<file path="config.mk">
export PLATFORM = sky130hd
export DESIGN_NAME = stepper_step_pulse_generator_unit_flat
export DESIGN_NICKNAME = d
export VERILOG_FILES = /design/src/hw/rtl/stp_pkg.sv /design/src/hw/rtl/stp_in_if.sv /design/src/hw/rtl/stp_out_if.sv /design/src/hw/rtl/stepper_step_pulse_generator_unit.sv /design/src/flat_wrapper.sv
export VERILOG_INCLUDE_DIRS = /design/src /design/src/hw/rtl
export SDC_FILE = /design/constraint.sdc
export NUM_CORES = 1
export LEC_CHECK = 0
export ABC_CLOCK_PERIOD_IN_PS = 4600
export BUFFER_PORTS_ARGS = -buffer_cell sky130_fd_sc_hd__clkbuf_2
export CORE_ASPECT_RATIO = 2
export CORE_UTILIZATION = 56
export DETAILED_ROUTE_END_ITERATION = 10
export PLACE_DENSITY_LB_ADDON = 0.2
export SYNTH_ARGS = -nofsm -noshare
export SYNTH_HDL_FRONTEND = slang
export SYNTH_SLANG_ARGS = --single-unit
</file>
<file path="constraint.sdc">
create_clock -name i_clk -period 4.6 [get_ports i_clk]
set_input_delay 0.23 -clock i_clk [delete_from_list [all_inputs] [get_ports i_clk]]
set_output_delay 0.23 -clock i_clk [all_outputs]
set_load 0.02 [all_outputs]
</file>
<file path="src/hw/rtl/stepper_step_pulse_generator_unit_assert.svh">
// Assertion macros for the stepper pulse generator.
// Depends on a clock named i_clk and an active-low reset named i_rst_n in the including scope.
`ifndef STEPPER_STEP_PULSE_GENERATOR_UNIT_ASSERT_SVH
`define STEPPER_STEP_PULSE_GENERATOR_UNIT_ASSERT_SVH

// Condition holds in the same cycle as the trigger.
`define STP_ASSERT_NOW(LBL, TRIG, PROP, MSG) \
    LBL: assert property (@(posedge i_clk) disable iff (!i_rst_n) (TRIG) |-> (PROP)) \
        else $error(MSG);

// Condition holds in the cycle after the trigger.
`define STP_ASSERT_NEXT(LBL, TRIG, PROP, MSG) \
    LBL: assert property (@(posedge i_clk) disable iff (!i_rst_n) (TRIG) |=> (PROP)) \
        else $error(MSG);

`endif

</file>
<file path="src/hw/rtl/stp_pkg.sv">
// Shared types, codes and constants of the stepper pulse generator.
// Used by the channel interfaces and the top level; depends on nothing.
package stp_pkg;

    // Field widths of the items and the configuration port.
    localparam int CMD_W        = 3;
    localparam int FIELD_W      = 24;
    localparam int SPEED_W      = 20;
    localparam int TICK_RATE_W  = 24;
    localparam int WAKE_W       = 16;
    localparam int ANGLE_STEP_W = 8;
    localparam int LEFT_W       = 24;
    localparam int CFG_IDX_W    = 2;
    localparam int CFG_DATA_W   = 24;

    // Serial divider: dividend holds 2*|angle| + step angle, divisor holds the speed.
    localparam int DVD_W  = FIELD_W + 1;
    localparam int DVS_W  = SPEED_W + 1;
    localparam int QCNT_W = $clog2(DVD_W);

    // Default counter width of the period, tick and step counters.
    localparam int COUNT_WIDTH_DEF = 24;

    // Configuration values after reset.
    localparam logic [TICK_RATE_W-1:0]  TICK_RATE_RST   = 24'd1000000;
    localparam logic [WAKE_W-1:0]       WAKE_TICKS_RST  = 16'd1000;
    localparam logic [ANGLE_STEP_W-1:0] CENTIDEG_RST    = 8'd18;
    localparam logic [SPEED_W-1:0]      SINGLE_SPEED_RST = 20'd1000;

    typedef enum logic [CMD_W-1:0] {
        CMD_TICK       = 3'd0,
        CMD_MOVE_STEPS = 3'd1,
        CMD_MOVE_DEG   = 3'd2,
        CMD_SINGLE     = 3'd3,
        CMD_TOGGLE     = 3'd4,
        CMD_STOP       = 3'd5
    } t_cmd;

    typedef enum logic [1:0] {
        PH_IDLE,
        PH_WAKE,
        PH_STEP
    } t_phase;

    typedef enum logic [1:0] {
        S_IDLE,
        S_DIV_ANG,
        S_DIV_PER,
        S_EMIT
    } t_fsm;

    typedef enum logic [CFG_IDX_W-1:0] {
        CFG_TICK_RATE,
        CFG_WAKE_TICKS,
        CFG_CENTIDEG,
        CFG_SINGLE_SPEED
    } t_cfg_idx;

endpackage

</file>
<file path="src/hw/rtl/stp_in_if.sv">
// Input channel of the stepper pulse generator: commands and timer ticks.
// Depends on stp_pkg for the field widths.
interface stp_in_if;
    logic                                valid;
    logic                                ready;
    logic [stp_pkg::CMD_W-1:0]           command;
    logic signed [stp_pkg::FIELD_W-1:0]  step_count;
    logic signed [stp_pkg::FIELD_W-1:0]  angle_centideg;
    logic [stp_pkg::SPEED_W-1:0]         speed;

    modport source (
        output valid, command, step_count, angle_centideg, speed,
        input  ready
    );

    modport sink (
        input  valid, command, step_count, angle_centideg, speed,
        output ready
    );
endinterface

</file>
<file path="src/hw/rtl/stp_out_if.sv">
// Result channel of the stepper pulse generator: pin levels and status.
// Depends on stp_pkg for the field widths.
interface stp_out_if;
    logic                          valid;
    logic                          ready;
    logic                          step_pin;
    logic                          dir_pin;
    logic                          enable_n;
    logic                          busy_res;
    logic                          done_res;
    logic [stp_pkg::LEFT_W-1:0]    steps_left;

    modport source (
        output valid, step_pin, dir_pin, enable_n, busy_res, done_res, steps_left,
        input  ready
    );

    modport sink (
        input  valid, step_pin, dir_pin, enable_n, busy_res, done_res, steps_left,
        output ready
    );
endinterface

</file>
<file path="src/hw/rtl/stepper_step_pulse_generator_unit.sv">
// Top level of the stepper step/direction pulse generator.
// Depends on stp_pkg, stp_in_if, stp_out_if and the assertion macro header.
//
// Usage:
// The input channel carries one item per command or timer tick (command 0 is
// one tick). The result channel returns exactly one item per input item with
// the step, direction and enable pin levels and the move status after it.
// The configuration port writes tick rate, wake delay, step angle and single step
// speed; the user must write it only while the block is idle, the block itself does
// not enforce this. Ticks, toggle, stop and ignored commands go from acceptance
// straight to the emit state. A move in steps or a single step runs the period
// division, a degree move the angle division and then, if it yields steps, the period
// division, on the shared bit-serial restoring divider (one quotient bit per cycle).
// One item is worked on at a time; the next is taken once the result of the
// current one sits in the output register.
// When the receiver stalls, the finished result waits in the output register,
// the next item is still accepted and processed, and its result waits until
// the register is free.
// Reset is synchronous: the driver is disabled, the phase is idle, the direction
// bit is zero, and the configuration returns to its default values.
`include "stepper_step_pulse_generator_unit_assert.svh"

module stepper_step_pulse_generator_unit #(
    parameter int COUNT_WIDTH = stp_pkg::COUNT_WIDTH_DEF
) (
    input  logic                             i_clk,
    input  logic                             i_rst_n,
    stp_in_if.sink                           i_in,
    stp_out_if.source                        o_out,
    input  logic                             i_cfg_we,
    input  logic [stp_pkg::CFG_IDX_W-1:0]    i_cfg_idx,
    input  logic [stp_pkg::CFG_DATA_W-1:0]   i_cfg_wdata
);

    localparam int DVD_W  = stp_pkg::DVD_W;
    localparam int DVS_W  = stp_pkg::DVS_W;
    localparam int QCNT_W = stp_pkg::QCNT_W;

    // Saturate a quotient or magnitude to the counter width, zero becomes one.
    function automatic logic [COUNT_WIDTH-1:0] sat_cnt(input logic [DVD_W-1:0] v);
        logic [COUNT_WIDTH-1:0] res;
        if (v == '0) begin
            res = COUNT_WIDTH'(1);
        end else if ((v >> COUNT_WIDTH) != '0) begin
            res = '1;
        end else begin
            res = COUNT_WIDTH'(v);
        end
        return res;
    endfunction

    // Control and configuration.
    stp_pkg::t_fsm                          r_fsm, n_fsm;
    logic [stp_pkg::TICK_RATE_W-1:0]        r_tick_rate;
    logic [stp_pkg::WAKE_W-1:0]             r_wake_ticks;
    logic [stp_pkg::ANGLE_STEP_W-1:0]       r_cdeg;
    logic [stp_pkg::SPEED_W-1:0]            r_sspeed;

    // Move state.
    stp_pkg::t_phase                        r_phase;
    logic [COUNT_WIDTH-1:0]                 r_period;
    logic [COUNT_WIDTH-1:0]                 r_tick;
    logic [stp_pkg::WAKE_W-1:0]             r_wake;
    logic [COUNT_WIDTH-1:0]                 r_rem;
    logic                                   r_dir;
    logic                                   r_dis;
    logic                                   r_done;

    // Pending move operands.
    logic                                   r_neg;
    logic [DVD_W-1:0]                       r_mag;
    logic [stp_pkg::SPEED_W-1:0]            r_spd;

    // Serial divider.
    logic [DVD_W-1:0]                       r_dvd_q;
    logic [DVS_W-1:0]                       r_div_rem;
    logic [DVS_W-1:0]                       r_dvs;
    logic [QCNT_W-1:0]                      r_qcnt;

    // Output register.
    logic                                   r_ov;
    logic                                   r_o_pin;
    logic                                   r_o_dir;
    logic                                   r_o_dis;
    logic                                   r_o_busy;
    logic                                   r_o_done;
    logic [stp_pkg::LEFT_W-1:0]             r_o_left;

    // Combinational signals.
    logic                                   in_acc;
    logic                                   out_load;
    stp_pkg::t_cmd                          cmd;
    logic [stp_pkg::FIELD_W-1:0]            sc_u, ang_u, steps_abs, angle_abs;
    logic [stp_pkg::ANGLE_STEP_W-1:0]       c_eff;
    logic [DVD_W-1:0]                       ang_dvd;
    logic                                   go_ang, go_per;
    logic [stp_pkg::SPEED_W-1:0]            spd_sel;
    logic [DVS_W:0]                         rem_sh, div_diff;
    logic                                   div_ge;
    logic [DVS_W-1:0]                       n_div_rem;
    logic [DVD_W-1:0]                       n_div_quo;
    logic                                   div_last;
    logic [COUNT_WIDTH-1:0]                 tick_inc;
    logic [COUNT_WIDTH-1:0]                 rem_dec;
    logic [stp_pkg::WAKE_W-1:0]             wake_dec;

    assign in_acc = i_in.valid && i_in.ready;
    assign cmd    = stp_pkg::t_cmd'(i_in.command);

    // Sign and magnitude of the signed step count and angle.
    assign sc_u      = i_in.step_count;
    assign ang_u     = i_in.angle_centideg;
    assign steps_abs = sc_u[stp_pkg::FIELD_W-1] ? (~sc_u + 1'b1) : sc_u;
    assign angle_abs = ang_u[stp_pkg::FIELD_W-1] ? (~ang_u + 1'b1) : ang_u;

    // Rounding division for degree moves: (2*|angle| + c) / (2*c).
    assign c_eff   = (r_cdeg == '0) ? stp_pkg::ANGLE_STEP_W'(1) : r_cdeg;
    assign ang_dvd = {angle_abs, 1'b0} + DVD_W'(c_eff);

    // Which division a move command starts with, if any.
    assign spd_sel = (cmd == stp_pkg::CMD_SINGLE) ? r_sspeed : i_in.speed;
    assign go_ang  = (cmd == stp_pkg::CMD_MOVE_DEG) && (i_in.speed != '0)
                     && (r_phase == stp_pkg::PH_IDLE);
    assign go_per  = (r_phase == stp_pkg::PH_IDLE) &&
                     (((cmd == stp_pkg::CMD_MOVE_STEPS) && (i_in.speed != '0)
                       && (steps_abs != '0)) ||
                      ((cmd == stp_pkg::CMD_SINGLE) && (r_sspeed != '0)));

    // One restoring division step: shift in a dividend bit, subtract if it fits.
    assign rem_sh    = {r_div_rem, r_dvd_q[DVD_W-1]};
    assign div_diff  = rem_sh - {1'b0, r_dvs};
    assign div_ge    = !div_diff[DVS_W];
    assign n_div_rem = div_ge ? div_diff[DVS_W-1:0] : rem_sh[DVS_W-1:0];
    assign n_div_quo = {r_dvd_q[DVD_W-2:0], div_ge};
    assign div_last  = (r_qcnt == '0);

    // Tick arithmetic of the wake and step phases.
    assign tick_inc = r_tick + 1'b1;
    assign rem_dec  = (r_rem != '0) ? (r_rem - 1'b1) : r_rem;
    assign wake_dec = (r_wake != '0) ? (r_wake - 1'b1) : r_wake;

    // Sequencer next state.
    always_comb begin
        n_fsm = r_fsm;
        unique case (r_fsm)
            stp_pkg::S_IDLE: begin
                if (in_acc) begin
                    if (go_ang) begin
                        n_fsm = stp_pkg::S_DIV_ANG;
                    end else if (go_per) begin
                        n_fsm = stp_pkg::S_DIV_PER;
                    end else begin
                        n_fsm = stp_pkg::S_EMIT;
                    end
                end
            end
            stp_pkg::S_DIV_ANG: begin
                if (div_last) begin
                    n_fsm = (n_div_quo == '0) ? stp_pkg::S_EMIT : stp_pkg::S_DIV_PER;
                end
            end
            stp_pkg::S_DIV_PER: begin
                if (div_last) begin
                    n_fsm = stp_pkg::S_EMIT;
                end
            end
            stp_pkg::S_EMIT: begin
                if (!r_ov || o_out.ready) begin
                    n_fsm = stp_pkg::S_IDLE;
                end
            end
            default: n_fsm = stp_pkg::S_IDLE;
        endcase
    end

    // Sequencer outputs.
    always_comb begin
        i_in.ready = (r_fsm == stp_pkg::S_IDLE);
        out_load   = (r_fsm == stp_pkg::S_EMIT) && (!r_ov || o_out.ready);
    end

    always_ff @(posedge i_clk) begin
        if (!i_rst_n) begin
            r_fsm <= stp_pkg::S_IDLE;
        end else begin
            r_fsm <= n_fsm;
        end
    end

    // Configuration registers.
    always_ff @(posedge i_clk) begin
        if (!i_rst_n) begin
            r_tick_rate  <= stp_pkg::TICK_RATE_RST;
            r_wake_ticks <= stp_pkg::WAKE_TICKS_RST;
            r_cdeg       <= stp_pkg::CENTIDEG_RST;
            r_sspeed     <= stp_pkg::SINGLE_SPEED_RST;
        end else if (i_cfg_we) begin
            unique case (stp_pkg::t_cfg_idx'(i_cfg_idx))
                stp_pkg::CFG_TICK_RATE:
                    r_tick_rate <= i_cfg_wdata[stp_pkg::TICK_RATE_W-1:0];
                stp_pkg::CFG_WAKE_TICKS:
                    r_wake_ticks <= i_cfg_wdata[stp_pkg::WAKE_W-1:0];
                stp_pkg::CFG_CENTIDEG:
                    r_cdeg <= i_cfg_wdata[stp_pkg::ANGLE_STEP_W-1:0];
                stp_pkg::CFG_SINGLE_SPEED:
                    r_sspeed <= i_cfg_wdata[stp_pkg::SPEED_W-1:0];
                default: ;
            endcase
        end
    end

    // Move operands, latched whenever an item is taken; the step count of a degree move comes from the angle division.
    always_ff @(posedge i_clk) begin
        if ((r_fsm == stp_pkg::S_IDLE) && in_acc) begin
            r_spd <= i_in.speed;
            case (cmd)
                stp_pkg::CMD_MOVE_STEPS: begin
                    r_neg <= sc_u[stp_pkg::FIELD_W-1];
                    r_mag <= DVD_W'(steps_abs);
                end
                stp_pkg::CMD_MOVE_DEG: begin
                    r_neg <= ang_u[stp_pkg::FIELD_W-1];
                    r_mag <= '0;
                end
                default: begin
                    r_neg <= 1'b0;
                    r_mag <= DVD_W'(1);
                end
            endcase
        end else if ((r_fsm == stp_pkg::S_DIV_ANG) && div_last) begin
            r_mag <= n_div_quo;
        end
    end

    // Serial divider: loads, then one quotient bit per cycle.
    always_ff @(posedge i_clk) begin
        if (!i_rst_n) begin
            r_qcnt <= '0;
        end else if ((r_fsm == stp_pkg::S_IDLE) && in_acc && go_ang) begin
            r_dvd_q   <= ang_dvd;
            r_dvs     <= DVS_W'({c_eff, 1'b0});
            r_div_rem <= '0;
            r_qcnt    <= QCNT_W'(DVD_W - 1);
        end else if ((r_fsm == stp_pkg::S_IDLE) && in_acc && go_per) begin
            r_dvd_q   <= DVD_W'(r_tick_rate);
            r_dvs     <= DVS_W'(spd_sel);
            r_div_rem <= '0;
            r_qcnt    <= QCNT_W'(DVD_W - 1);
        end else if ((r_fsm == stp_pkg::S_DIV_ANG) && div_last) begin
            r_dvd_q   <= DVD_W'(r_tick_rate);
            r_dvs     <= DVS_W'(r_spd);
            r_div_rem <= '0;
            r_qcnt    <= QCNT_W'(DVD_W - 1);
        end else if ((r_fsm == stp_pkg::S_DIV_ANG) || (r_fsm == stp_pkg::S_DIV_PER)) begin
            r_dvd_q   <= n_div_quo;
            r_div_rem <= n_div_rem;
            r_qcnt    <= r_qcnt - 1'b1;
        end
    end

    // Move state: ticks, toggle and stop act on acceptance, a move starts
    // once its period is known.
    always_ff @(posedge i_clk) begin
        if (!i_rst_n) begin
            r_phase  <= stp_pkg::PH_IDLE;
            r_period <= '0;
            r_tick   <= '0;
            r_wake   <= '0;
            r_rem    <= '0;
            r_dir    <= 1'b0;
            r_dis    <= 1'b1;
            r_done   <= 1'b0;
        end else if ((r_fsm == stp_pkg::S_IDLE) && in_acc) begin
            r_done <= 1'b0;
            case (cmd)
                stp_pkg::CMD_TICK: begin
                    if (r_phase == stp_pkg::PH_WAKE) begin
                        r_wake <= wake_dec;
                        if (wake_dec == '0) begin
                            r_phase <= stp_pkg::PH_STEP;
                            r_tick  <= '0;
                        end
                    end else if (r_phase == stp_pkg::PH_STEP) begin
                        if (tick_inc >= r_period) begin
                            r_tick <= '0;
                            r_rem  <= rem_dec;
                            if (rem_dec == '0) begin
                                r_phase <= stp_pkg::PH_IDLE;
                                r_dis   <= 1'b1;
                                r_done  <= 1'b1;
                            end
                        end else begin
                            r_tick <= tick_inc;
                        end
                    end
                end
                stp_pkg::CMD_TOGGLE: begin
                    r_dir <= !r_dir;
                end
                stp_pkg::CMD_STOP: begin
                    r_phase <= stp_pkg::PH_IDLE;
                    r_dis   <= 1'b1;
                    r_rem   <= '0;
                    r_tick  <= '0;
                    r_wake  <= '0;
                end
                default: ;
            endcase
        end else if ((r_fsm == stp_pkg::S_DIV_PER) && div_last) begin
            r_dir    <= r_neg;
            r_period <= sat_cnt(n_div_quo);
            r_rem    <= sat_cnt(r_mag);
            r_tick   <= '0;
            r_dis    <= 1'b0;
            r_wake   <= r_wake_ticks;
            r_phase  <= (r_wake_ticks == '0) ? stp_pkg::PH_STEP : stp_pkg::PH_WAKE;
        end
    end

    // Output register valid flag.
    always_ff @(posedge i_clk) begin
        if (!i_rst_n) begin
            r_ov <= 1'b0;
        end else if (out_load) begin
            r_ov <= 1'b1;
        end else if (o_out.ready) begin
            r_ov <= 1'b0;
        end
    end

    // Output register payload, taken from the state after the item.
    always_ff @(posedge i_clk) begin
        if (out_load) begin
            r_o_pin  <= (r_phase == stp_pkg::PH_STEP) && (r_tick < (r_period >> 1));
            r_o_dir  <= r_dir;
            r_o_dis  <= r_dis;
            r_o_busy <= (r_phase != stp_pkg::PH_IDLE);
            r_o_done <= r_done;
            r_o_left <= (r_phase != stp_pkg::PH_IDLE) ? stp_pkg::LEFT_W'(r_rem) : '0;
        end
    end

    assign o_out.valid      = r_ov;
    assign o_out.step_pin   = r_o_pin;
    assign o_out.dir_pin    = r_o_dir;
    assign o_out.enable_n   = r_o_dis;
    assign o_out.busy_res   = r_o_busy;
    assign o_out.done_res   = r_o_done;
    assign o_out.steps_left = r_o_left;

    // The driver is enabled exactly while a move is in progress.
    `STP_ASSERT_NOW(a_enable_tracks_phase, 1'b1, (r_phase == stp_pkg::PH_IDLE) == r_dis, "driver enable out of step with phase")
    // A move in progress always has steps left to issue.
    `STP_ASSERT_NOW(a_busy_has_steps, r_phase != stp_pkg::PH_IDLE, r_rem != '0, "busy with no steps left")
    // While stepping, the tick counter stays inside a nonzero period.
    `STP_ASSERT_NOW(a_tick_in_period, r_phase == stp_pkg::PH_STEP, (r_period != '0) && (r_tick < r_period), "tick count outside step period")
    // A stop item leaves the block idle.
    `STP_ASSERT_NEXT(a_stop_goes_idle, i_in.valid && i_in.ready && (i_in.command == stp_pkg::CMD_STOP), r_phase == stp_pkg::PH_IDLE, "stop did not end the move")

endmodule
</file>
<file path="src/flat_wrapper.sv">
// flat-port wrapper written by rule: the top's interface ports become plain ports
module stepper_step_pulse_generator_unit_flat 
#(
    parameter int COUNT_WIDTH = stp_pkg::COUNT_WIDTH_DEF
)
  (i_clk, i_rst_n, i_cfg_we, i_cfg_idx, i_cfg_wdata, i_in_valid, i_in_command, i_in_step_count, i_in_angle_centideg, i_in_speed, i_in_ready, o_out_valid, o_out_step_pin, o_out_dir_pin, o_out_enable_n, o_out_busy_res, o_out_done_res, o_out_steps_left, o_out_ready);
  stp_in_if i_in_i ();
  stp_out_if o_out_i ();
  input  logic i_clk;
  input  logic i_rst_n;
  input  logic i_cfg_we;
  input  logic [stp_pkg::CFG_IDX_W-1:0] i_cfg_idx;
  input  logic [stp_pkg::CFG_DATA_W-1:0] i_cfg_wdata;
  input wire logic [$bits(i_in_i.valid)-1:0] i_in_valid;
  input wire logic [$bits(i_in_i.command)-1:0] i_in_command;
  input wire logic [$bits(i_in_i.step_count)-1:0] i_in_step_count;
  input wire logic [$bits(i_in_i.angle_centideg)-1:0] i_in_angle_centideg;
  input wire logic [$bits(i_in_i.speed)-1:0] i_in_speed;
  output wire logic [$bits(i_in_i.ready)-1:0] i_in_ready;
  output wire logic [$bits(o_out_i.valid)-1:0] o_out_valid;
  output wire logic [$bits(o_out_i.step_pin)-1:0] o_out_step_pin;
  output wire logic [$bits(o_out_i.dir_pin)-1:0] o_out_dir_pin;
  output wire logic [$bits(o_out_i.enable_n)-1:0] o_out_enable_n;
  output wire logic [$bits(o_out_i.busy_res)-1:0] o_out_busy_res;
  output wire logic [$bits(o_out_i.done_res)-1:0] o_out_done_res;
  output wire logic [$bits(o_out_i.steps_left)-1:0] o_out_steps_left;
  input wire logic [$bits(o_out_i.ready)-1:0] o_out_ready;
  assign i_in_i.valid = i_in_valid;
  assign i_in_i.command = i_in_command;
  assign i_in_i.step_count = i_in_step_count;
  assign i_in_i.angle_centideg = i_in_angle_centideg;
  assign i_in_i.speed = i_in_speed;
  assign i_in_ready = i_in_i.ready;
  assign o_out_valid = o_out_i.valid;
  assign o_out_step_pin = o_out_i.step_pin;
  assign o_out_dir_pin = o_out_i.dir_pin;
  assign o_out_enable_n = o_out_i.enable_n;
  assign o_out_busy_res = o_out_i.busy_res;
  assign o_out_done_res = o_out_i.done_res;
  assign o_out_steps_left = o_out_i.steps_left;
  assign o_out_i.ready = o_out_ready;
  stepper_step_pulse_generator_unit #(.COUNT_WIDTH(COUNT_WIDTH)) u_core (.i_clk(i_clk), .i_rst_n(i_rst_n), .i_in(i_in_i), .o_out(o_out_i), .i_cfg_we(i_cfg_we), .i_cfg_idx(i_cfg_idx), .i_cfg_wdata(i_cfg_wdata));
endmodule
</file>
==> metrics.txt <==
outcome complete, no violations; Synth-to-Final Area Change 13.1%; Synth Cell Area 19100 µm²; Synth area leaders edfxtp_1, dfxtp_1, nand2_1, ha_1, a21oi_1; Setup crit end kind register; htree depth 1; Final Hold Vio Count 0; pin count of the biggest net entering global routing 67; Overall Global Routing Usage 33.4%; cells on worst reg2reg path 18; first-pass GRT wire length 91.8 mm; final worst slack 0.248 ns; CP Max Fanout 28; clk sink count 310; Buffers & Inverters on Critical Path 1; antenna-violating nets left 0; clk slew on worst S/H paths 0.08 ns; CTS Buffer Depth 3; initial antenna violation count 1; setup TNS 0 ns; hold path start i_cfg_idx[0]; register area share after synthesis 39.9%; Power, Total 13.0 mW; GR Overflow Total 0; Reg-to-Reg Start u_core.r_tick[1]$_SDFFE_PN0P_; period utilization 94.6%; setup violators final 0; CTS Root Cell clkbuf_16; Num CTS Buffers 28; Yosys cell types 81; CP Data Required Time 5.12 ns; die width 133 µm; syn_nets 2441; routed len/inst 21.2 µm; number of enable flip-flop cells after synthesis 141; register area 7620 µm²; Initial Util 56.8%; CTS tree built; Crit path max-delay family simple AND/OR/NAND/NOR gates; final layout net count 2545; Crit. path cell count 18; R2R Setup Slk 0.25 ns; worst r2r dst u_core.r_rem[17]$_SDFFE_PN0P_; initial DRC count 1646; M1 WL 21.6 mm; Port Buf Inserts 132; DRT Pass-1 Iters 6; worst-skew pair later-pin latency 0.57 ns; Pleak 8.58 nW; Slowest-stage cell, CP dfxtp_1; Min-Delay Path Class in -> reg; Syn. warnings 0; met2 WL 29.9 mm; Post-route DRC 0; Core Footprint 33600 µm²; fin. max-slew vios 0; CP max stage delay 0.41 ns; Multi-input gate area 10700 µm²; Layout fillers 2845; most common library cell in the layout ignoring fill and taps nand2_1; CP cell instances ha_2 -> and3_1 -> and3_1 -> and2_1 -> and3_1 -> and3_2 -> nand3_1 -> nor2_1 -> xor2_1 -> ha_1 -> a2111o_1 -> and4b_1 -> o211ai_1 -> a41oi_2 -> nor2_1 -> buf_12 -> a211oi_1 -> a31o_2; most frequent CP cell and3_1; Top Layer Used met4; dominant cell type by area after synthesis edfxtp_1; fmax 230 MHz; die height 263 µm; Slew headroom 32.2%; layout cells sized above 1 11.2%; hold worst-path end u_core.r_cdeg[6]$_SDFFE_PN0P_; Die Area 34900 µm²; met3 wire length 3.05 mm; PD cells 600 nW/µm²; critical path class reg -> reg; Post-Synthesis Cells 2251; row count 95; Worst Hold Path Cells 4; unrepaired setup endpoints after global routing false; Post-Route WL 59.6 mm; ys async rst share 0%; setup slack at placement 0.116 ns; register bit total from synthesis 310; Ports 133; vias in the first global route 17100; startpoint types register; ys flop type dfxtp_1; arrival time worst endpoint 4.87 ns; GPL Wtd Cong 0.966; synthesized area per cell 8.49 µm²; post-synth top area share 22.2%; HPWL after DPL 43.5 mm; vias per cell 6.32; worst-margin pin slew 1.02 ns; worst-case vdd ir drop 0.394 mV; most frequent cells in the layout nand2_1, nor2_1, dfxtp_1, a21oi_1, edfxtp_1; Worst Clk Skew 0.0178 ns; minimum clock period 4.35 ns; max-cap viol count 0; routed vias 17800
## sequential cells by signal, summed over array words and instances, names as in the netlist, 2 cells and up
signal	flops
u_core.r_wake	16
u_core.r_rem	24
u_core.r_spd	20
u_core.r_div_rem	21
u_core.r_qcnt	5
u_core.r_mag	25
u_core.r_tick	24
u_core.r_phase	2
u_core.r_wake_ticks	16
u_core.r_tick_rate	24
u_core.r_dvd_q	25
u_core.r_cdeg	8
u_core.r_period	24
u_core.o_out.steps_left	24
u_core.r_dvs	20
u_core.r_fsm	2
u_core.r_sspeed	20
## layout make-up
type | count | area share (%)
multi-input cells | 1718 | 49.3
flip-flops and latches | 310 | 35.2
repair buffers | 221 | 6.78
clock buffers | 30 | 3.37
well taps | 436 | 2.52
clock inverters | 22 | 1.38
inverters | 76 | 1.33
diodes | 1 | 0.0116
## worst min-delay path: cells and delay by family
family | cells | cell delay (ns)
simple gates | 2 | 0.25
buf+inv | 1 | 0.17
compound gates | 1 | 0.05
## routing by layer
metal,vias up,track usage (%)
li1,8384,-
met1,8408,36.2
met2,750,59.6
met3,237,3.45
met4,0,25.1
met5,-,0
## cells in the mapped netlist (19+ instances only)
library cell	n
a211oi_1	46
a21o_1	22
a21oi_1	165
a22oi_1	23
a311oi_1	24
and2_1	32
clkbuf_1	119
dfxtp_1	169
edfxtp_1	141
ha_1	86
inv_1	74
mux2i_1	60
nand2_1	310
nand2b_1	27
nand3_1	68
nand4_1	24
nor2_1	183
nor3_1	80
nor4_1	43
o211ai_1	19
o21ai_0	119
o31ai_1	19
or3_1	28
or4_1	21
xnor2_1	46
xor2_1	63
## through the flow
| stage | util [%] | cell area [µm²] | hold WS (ns) | instances |
|---|---|---|---|---|
| after CTS | 64.2 | 21600 | 0.161 | 2812 |
| after global routing | 64.3 | 21600 | 0.197 | 2814 |
| after global placement | 59.8 | 20100 | 0.420 | 2715 |
| after floorplan | - | 19100 | 0.329 | 2251 |
| after detailed placement | 59.8 | 20100 | 0.431 | 2715 |
| final | 64.3 | 21600 | 0.187 | 2814 |
## report_power, final
part	switching, mW	total, mW	internal (mW)
Sequential	0.604	4.35	3.74
Combinational	3.79	5.98	2.20
Clock	1.13	2.63	1.51
Total	5.52	13.0	7.45
## repair_timing
item | in CTS | in global routing
endpoints found under the hold margin | 81 | 0
endpoints found under the setup margin | 0 | 46
hold buffers | 45 | 0
gates resized for setup | 0 | 9
buffers inserted | 0 | 0
## worst max path at each step
stage | startpoint | to | slack [ns]
final | u_core.r_tick[1]$_SDFFE_PN0P_ | u_core.r_rem[17]$_SDFFE_PN0P_ | 0.25
after global routing | u_core.r_tick[1]$_SDFFE_PN0P_ | u_core.r_rem[17]$_SDFFE_PN0P_ | 0.02
after CTS | u_core.r_tick[0]$_SDFFE_PN0P_ | u_core.r_rem[15]$_SDFFE_PN0P_ | 0.08
after detailed placement | u_core.r_tick[0]$_SDFFE_PN0P_ | u_core.r_rem[15]$_SDFFE_PN0P_ | 0.12
after global placement | u_core.r_tick[0]$_SDFFE_PN0P_ | u_core.r_rem[22]$_SDFFE_PN0P_ | 0.20
after floorplan | u_core.r_tick[0]$_SDFFE_PN0P_ | u_core.r_tick[4]$_SDFFE_PN0P_ | 0.09
## cell families after synthesis
family | count (synthesis) | synth area share (%)
fa+ha+maj | 88 | 5.84
compound gates | 558 | 18.7
simple gates | 901 | 22.8
flops | 310 | 39.9
buf+inv | 224 | 4.65
mux | 61 | 3.20
xor+xnor | 109 | 5.00
Note: power is estimated with default switching activity, not from simulation.
